--- config.mk ---
export PLATFORM = sky130hd
export DESIGN_NAME = sise_ram
export DESIGN_NICKNAME = d
export VERILOG_FILES = /design/src/sv/sorted_id_set_engine_core_assert.svh /design/src/sv/sise_ram.sv
export SDC_FILE = /design/constraint.sdc
export NUM_CORES = 1
export LEC_CHECK = 0
export BUFFER_PORTS_ARGS = -buffer_cell sky130_fd_sc_hd__buf_4
export CAP_MARGIN = 20
export CELL_PAD_IN_SITES_DETAIL_PLACEMENT = 0
export CELL_PAD_IN_SITES_GLOBAL_PLACEMENT = 1
export CORE_MARGIN = 2
export CORE_UTILIZATION = 45
export DETAILED_ROUTE_END_ITERATION = 8
export PLACE_DENSITY = 0.8
export SYNTH_ARGS = -nofsm -noshare
export SYNTH_HDL_FRONTEND = slang
export SYNTH_SLANG_ARGS = --single-unit
--- constraint.sdc ---
create_clock -name clk_i -period 2.63 [get_ports clk_i]
set_input_delay 0.3945 -clock clk_i [delete_from_list [all_inputs] [get_ports clk_i]]
set_output_delay 0.3945 -clock clk_i [all_outputs]
set_load 0.005 [all_outputs]
--- src/sv/sorted_id_set_engine_core_assert.svh ---
`ifndef SORTED_ID_SET_ENGINE_CORE_ASSERT_SVH
`define SORTED_ID_SET_ENGINE_CORE_ASSERT_SVH

// same-cycle implication, sampled on clk_i, off while rst_ni is low
`define SISE_ASSERT_IMP(name, ante, cons) \
  name: assert property (@(posedge clk_i) disable iff (!rst_ni) (ante) |-> (cons)) \
    else $error("%m: check failed");

// next-cycle implication
`define SISE_ASSERT_NXT(name, ante, cons) \
  name: assert property (@(posedge clk_i) disable iff (!rst_ni) (ante) |=> (cons)) \
    else $error("%m: check failed");

`endif

--- src/sv/sise_ram.sv ---
module sise_ram #(
  parameter int unsigned Depth = 2,
  parameter int unsigned DataW = 32,
  localparam int unsigned AddrW = $clog2(Depth)
) (
  input  logic             clk_i,
  input  logic             we_i,
  input  logic [AddrW-1:0] waddr_i,
  input  logic [DataW-1:0] wdata_i,
  input  logic             re_i,
  input  logic [AddrW-1:0] raddr_i,
  output logic [DataW-1:0] rdata_o
);

  logic [DataW-1:0] mem_q [Depth];
  logic [DataW-1:0] rdata_q;

  always_ff @(posedge clk_i) begin
    if (we_i) begin
      mem_q[waddr_i] <= wdata_i;
    end
    if (re_i) begin
      rdata_q <= mem_q[raddr_i];
    end
  end

  assign rdata_o = rdata_q;

endmodule
Yosys cells after proc, flatten, opt, wreduce, memory -nomap -nowiden
Memories as Yosys holds them, arrays and structs flattened. A register that Yosys moved wholly into a read port is not among the register bits.
Cells that the tools add are included.
{"block": "op_classes", "n_addsub": 0, "multipliers": 0, "n_div": 0, "order_cmp": 0, "n_eq_ne": 0, "shifts": 0, "n_mux": 2, "bitwise_logic": 0, "reduce_logical": 0}
{"cell": "$mux 1", "count": 2}
{"block": "totals", "register_bits": 0, "latch_bits": 0, "mem_bits_rw": 64, "romBits": 0, "inputBits": 37, "output_inout_bits": 32, "elab_cells": 3, "mem_count": 1}
{"name": "mem_q", "words": 2, "word_bits": 32, "read_ports": 1, "rd_clocked_by_memory_dff": 1, "wr": 1, "line_no": "sise_ram.sv:15", "source": "logic [DataW-1:0] mem_q [Depth];"}

Depth between registers and ports, before layout
Gate-level depths: netlist of run 1.
{"block": "depth", "depth_word": 2, "ltp_mapped": 3, "ltp_nobuf": 1}

Least setup slack after synthesis of run 1
No wires, ideal clock.
{"block": "synth_path", "path_kind": "in2reg", "start": "input port waddr_i", "end": "memory mem_q[0][0], enable pin", "setup_time_ps": 425, "arrival_ps": 1847, "required_time_ps": 2205, "setup_slack_ps": 358, "stages": 1, "n_path_buf": 0, "cell_sequence": "nor2b_1"}
{"item": "from (decl)", "line_no": "sise_ram.sv:8", "source": "input logic [AddrW-1:0] waddr_i,"}
{"item": "to (decl)", "line_no": "sise_ram.sv:15"}
Straight into the memory's write port.

Final worst setup path of run 1
{"block": "layout_path", "start": "register rdata_q[13], in the netlist rdata_o[13], read port of mem_q", "end": "output port rdata_o[13]"}
{"item": "from (decl)", "line_no": "sise_ram.sv:16", "source": "logic [DataW-1:0] rdata_q;"}
{"item": "to (decl)", "line_no": "sise_ram.sv:12", "source": "output logic [DataW-1:0] rdata_o"}
No word-level cell between the ends.

==> results of run 1 <==
-- worst max-delay path by stage --
stage                    to  slack (ps)  depth (start not counted)   startpoint
3_3_place_gp   mem_q[1][25]        1100                          2      waddr_i
4_1_cts         rdata_o[12]        1310                          1  rdata_o[12]
6_report        rdata_o[13]        1320                          1  rdata_o[13]
5_1_grt         rdata_o[13]        1270                          1  rdata_o[13]
3_5_place_dp   mem_q[1][26]        1080                          2      waddr_i
2_1_floorplan   mem_q[0][0]         360                          1      waddr_i
-- routing by layer --
| layer | track usage | routed length [um] |
|---|---|---|
| met1 | 0.1257 | 1827 |
| met2 | 0.1961 | 2472 |
| met3 | 0.04232 | 282 |
| met4 | 0.07197 | 71 |
| met5 | 0 | 0 |
-- kinds of logic (layout without fill, tap and decap cells) --
family	after synthesis	count (layout)	share of synthesized area
buf+inv	4	85	0.02074
mux	32	32	0.1375
simple gates	2	2	0.003640
flops	96	96	0.8381
-- final cells by class --
type	instances	share of cell area
Clock buffer	9	0.02940
Clock inverter	7	0.01663
Multi-Input combinational cell	34	0.1173
Sequential cell	96	0.6843
Tap cell	99	0.02940
Timing Repair Buffer	69	0.1230
-- through the flow --
step	setup WS, ps	total power [uW]	hold slack, ps	util
after floorplan	357.8	1975	493.4	-
after global placement	1096	2088	526.5	0.5482
after detailed placement	1081	2097	533.5	0.5482
after CTS	1311	3011	204.3	0.5747
after global routing	1274	3091	197.2	0.5747
final	1317	2985	217.7	0.5747
-- power groups by stage --
| stage | sequential (uW) | combinational [uW] | clock [uW] |
|---|---|---|---|
| global route | 1840 | 242 | 1010 |
| CTS | 1830 | 228 | 948 |
| finish | 1830 | 224 | 928 |
| detailed placement | 1870 | 228 | 0 |
| floorplan | 1870 | 106 | 0 |
| global placement | 1860 | 223 | 0 |
-- cells in the mapped netlist --
cell type  number
mux2_4         30
and2_1          1
buf_6           1
nor2b_1         1
edfxtp_1       96
mux2_2          2
buf_12          3
-- sequential cells by signal, summed over array words and instances (netlist names) --
| signal | flops |
|---|---|
| mem_q | 64 |
| rdata_o | 32 |
==> impl_metrics.json, run 1 <==
{
  "ctsHoldBuffers": 0,
  "post_synth_inst_count": 134,
  "arrival_time_of_data_at_the_critical_path_endpoint_ps": 920,
  "drt_iter0_drc": 75,
  "synth_top_area_cell": "edfxtp_1",
  "h-tree-depth": 3,
  "tritoncts_clock_tree": "yes",
  "cts_setup_buffers": 0,
  "timing.rr.end": "rdata_o[17]",
  "post-synth-top-area-fraction": 0.8381,
  "clock_sinks": 96,
  "nFillCells": 530,
  "cts_resized": 0,
  "layoutNonFillerInstCount": 314,
  "place_inst": 298,
  "design.portCount": 69,
  "final_cell_mix": "edfxtp_1, buf_4, mux2_4, clkbuf_8, clkinv_2",
  "die_area_um2": 8359,
  "critical_path.cell_chain": "buf_4",
  "p_per_area_nw_per_um2": 708.6,
  "clockRootBuffer": "clkbuf_8",
  "crit_path_max_incr_delay_ps": 410,
  "synth_fp_nets": 171,
  "grt_first_pass_wirelength_mm": 7.031,
  "die_width_um": 91.43,
  "reg2reg_depth": 1,
  "highest_clock_rate_mhz": 761.9,
  "internal_power_uw": 2387,
  "ys_ff_latch": 96,
  "power_frac_seq": 0.614,
  "routed_via_count_divided_by_cell_count": 4.561,
  "synth.avg_cell_area_um2": 25.67,
  "critical_path_top_delay_cell": "edfxtp_1",
  "hold-path-endpoint": "mem_q[0][7]",
  "design.core.area_um2": 7331,
  "setup.reg_to_reg.worst_slack_ps": 1730,
  "yosys-top-cells-area": "edfxtp_1, mux2_4, buf_12",
  "grt_start_max_net_pins": 33,
  "wl_mm": 4.653,
  "footprint_of_the_flip_flops_and_latches_um2": 2883,
  "rsz_0062_raised_after_global_routing": "no",
  "die_height_um": 91.43,
  "switching_share": 0.2003,
  "syn_to_final_growth_pct": 22.48,
  "cts_buffers": 9,
  "initial_utilization": 0.4692,
  "crit_fanout": 1,
  "max-vdd-ir-drop_mv": 0.2579,
  "drcViolationCount": 0,
  "whs_path_depth": 1,
  "r2r-start": "mem_q[0][17]",
  "finalWeightedCongestion": 0.6821,
  "worst_pin_slew_ps": 743.1,
  "timing.critical_path.buf_inv": 1,
  "synth_seq_area_share": 0.8381,
  "finalInstanceArea_um2": 4213,
  "drv_cap": 0,
  "vias": 1432,
  "cp_top_family": "flip-flops",
  "total_switching_power_uw": 597.9,
  "end_kind": "primary output",
  "endpoint_required_time_on_the_critical_path_ps": 2240,
  "clkTransAtPathRegs_ps": 90,
  "place.port_buffers": 68,
  "cts-root-to-sink-buffers": 2,
  "report.final.setup_viol": 0,
  "drt.antenna.violating_nets": 0,
  "leakagePower_uw": 0.001610,
  "run_status": "finished, final reports clean",
  "yosys_warnings": 0,
  "worstHoldStart": "wdata_i[7]",
  "num-nets-final": 247,
  "combPwrFrac": 0.075,
  "grt_pass1_vias": 1428,
  "placed_area_um2": 4019,
  "grt_usage": 0.1171,
  "drt_first_pass_iters": 4,
  "fin_crit_share": 0.4991,
  "antenna_cells": 0,
  "power_frac_clock": 0.311,
  "hold_violations": 0,
  "netlist-cell-type-count": 7,
  "critical_path.startpoint_type": "register",
  "finalSetupTns_ps": 0,
  "layout.cells.most_common": "edfxtp_1",
  "multi_input_comb_area_um2": 494.2,
  "slew_headroom": 0.5046,
  "hold_class": "in -> reg",
  "wire_per_inst_um": 14.82,
  "clock_latency_of_the_later_clocked_register_in_the_worst_skew_pair_ps": 350,
  "num_rows": 31,
  "grt_antenna_before_repair": 0,
  "grt_overflow": 0,
  "fin_worst_skew_ps": 5.069,
  "drive_above_1_share": 0.5535,
  "critical_path_class": "reg -> out",
  "synth_area_um2": 3440,
  "report.final.slew_viol_count": 0,
  "layout_min_cycle_time_ps": 1313
}
No activity file was read; power rests on OpenSTA's default activity.
==> run 2: changes to the inputs <==
Settings changed: CORE_UTILIZATION 45 to 42, PLACE_DENSITY 0.8 to 0.78.
Clock period 2.63 ns to 1.1 ns, I/O delays scaled along.
==> run 2 against run 1 <==
- clock power grew 130%
- clock-buffer cell count rose by 1
- first-iteration DRC count shrank 12%
- core utilization shrank 0.11 points
- critical path depth is the same
- clock skew is 2.8 ps higher
- final area up 10%
- wire length rose by 14%
- largest cell class unchanged
==> impl_metrics.json, run 2 (synthesis gave the netlist of run 1 again) <==
{
  "place.port_buffers": 68,
  "wl_mm": 5.318,
  "layout_min_cycle_time_ps": 1065,
  "slew_headroom": 0.8729,
  "clock_sinks": 96,
  "placed_area_um2": 4146,
  "drcViolationCount": 0,
  "fin_crit_share": 0.9682,
  "finalSetupTns_ps": 0,
  "finalWeightedCongestion": 0.7413,
  "critical_path.cell_chain": "buf_4",
  "clock_latency_of_the_later_clocked_register_in_the_worst_skew_pair_ps": 340,
  "hold_class": "in -> reg",
  "initial_utilization": 0.4250,
  "drt_first_pass_iters": 4,
  "vias": 1592,
  "cp_top_family": "flip-flops",
  "die_height_um": 94.50,
  "wire_per_inst_um": 14.94,
  "clkTransAtPathRegs_ps": 80,
  "clockRootBuffer": "clkbuf_8",
  "final_cell_mix": "edfxtp_1, buf_4, dlygate4sd3_1, mux2_4, clkbuf_8",
  "grt_pass1_vias": 1636,
  "worst_hold_slack_ps": 229.5,
  "h-tree-depth": 3,
  "num_rows": 33,
  "total_power_uw": 7160,
  "hold_violations": 0,
  "critical_path_top_delay_cell": "edfxtp_1",
  "design.portCount": 69,
  "finalInstanceArea_um2": 4642,
  "grt_usage": 0.1266,
  "nFillCells": 615,
  "cts-root-to-sink-buffers": 2,
  "grt_first_pass_wirelength_mm": 8.086,
  "die_width_um": 94.50,
  "critical_path.startpoint_type": "register",
  "max-vdd-ir-drop_mv": 0.7684,
  "crit_path_max_incr_delay_ps": 400,
  "fin_worst_skew_ps": 7.900,
  "grt_start_max_net_pins": 33,
  "worst_pin_slew_ps": 190.7,
  "endpoint_required_time_on_the_critical_path_ps": 940,
  "end_kind": "primary output",
  "drt_iter0_drc": 66,
  "rsz_0062_raised_after_global_routing": "no",
  "grt_overflow": 0,
  "drv_cap": 0,
  "layout.cells.most_common": "edfxtp_1",
  "num-nets-final": 285,
  "syn_to_final_growth_pct": 34.96,
  "drt.antenna.violating_nets": 0,
  "grt_antenna_before_repair": 0,
  "post-route-worst-setup-slack_ps": 35.00,
  "report.final.setup_viol": 0,
  "routed_via_count_divided_by_cell_count": 4.472,
  "p_per_area_nw_per_um2": 1542,
  "highest_clock_rate_mhz": 939.0,
  "leakagePower_uw": 0.001788,
  "timing.critical_path.buf_inv": 1,
  "die_area_um2": 8929,
  "regMostFlops": "mem_q",
  "tritoncts_clock_tree": "yes",
  "largest_register_ffs": 64,
  "run_status": "finished, final reports clean",
  "crit_fanout": 1,
  "place_ws_ps": 30.73,
  "cts_buffers": 9,
  "design.core.area_um2": 8093,
  "report.final.slew_viol_count": 0,
  "antenna_cells": 0,
  "arrival_time_of_data_at_the_critical_path_endpoint_ps": 900,
  "drive_above_1_share": 0.4821,
  "critical_path_class": "reg -> out"
}
==> run 2: cell count changes in the layout (fill, tap and decap cells not counted) <==
cell / before / now
inv_6: 2 / 0
buf_12: 0 / 6
clkinv_2: 3 / 1
clkinv_1: 0 / 1
dlygate4sd3_1: 0 / 32
clkbuf_1: 0 / 1
clkinvlp_4: 1 / 0
clkinv_4: 0 / 1
==> run 2: path summary, 6_finish.rpt <==
| check | end | start | depth (start not counted) | slack, ps |
|---|---|---|---|---|
| setup / recovery | rdata_o[29] | rdata_o[29] | 1 | 30 |
| hold / removal | rdata_o[29] | raddr_i | 2 | 230 |
| hold reg to reg | rdata_o[5] | mem_q[1][5] | 1 | 550 |
| setup reg to reg | rdata_o[20] | mem_q[0][20] | 1 | 200 |
==> run 2: area by class of cell <==
class                      count  area, um2  share of cell area
sequential                    96       2883              0.6210
tap                          105      131.4             0.02830
clock buffer                  10      127.6             0.02749
multi-input combinational     34      494.2              0.1065
clock inverter                 4      47.55             0.01024
timing repair buffer         107      958.4              0.2065
==> run 2: layer usage <==
layer,track usage,vias to the layer above,share of wire
met3,0.03831,7,0.053
met5,0,-,0
met4,0.05072,0,0.016
met2,0.2119,51,0.52
met1,0.1546,774,0.42
li1,-,760,-
==> run 2: report_power, final <==
part,internal [uW],switching (uW)
combinational,452,235
sequential,4320,68.9
clock,1020,1070
==> run 2: metrics by stage <==
stage                       util  instances
after global routing      0.5736        356
final                     0.5736        356
after CTS                 0.5736        356
after detailed placement  0.5124        310
after global placement    0.5124        310
after floorplan                -        134
==> run 2: timing repair <==
| action | CTS | global route |
|---|---|---|
| hold buffers | 32 | 0 |
| resized for setup | 0 | 0 |
| buffers inserted | 0 | 0 |
| hold endpoints to repair | 64 | 0 |
| setup endpoints to repair | 0 | 0 |
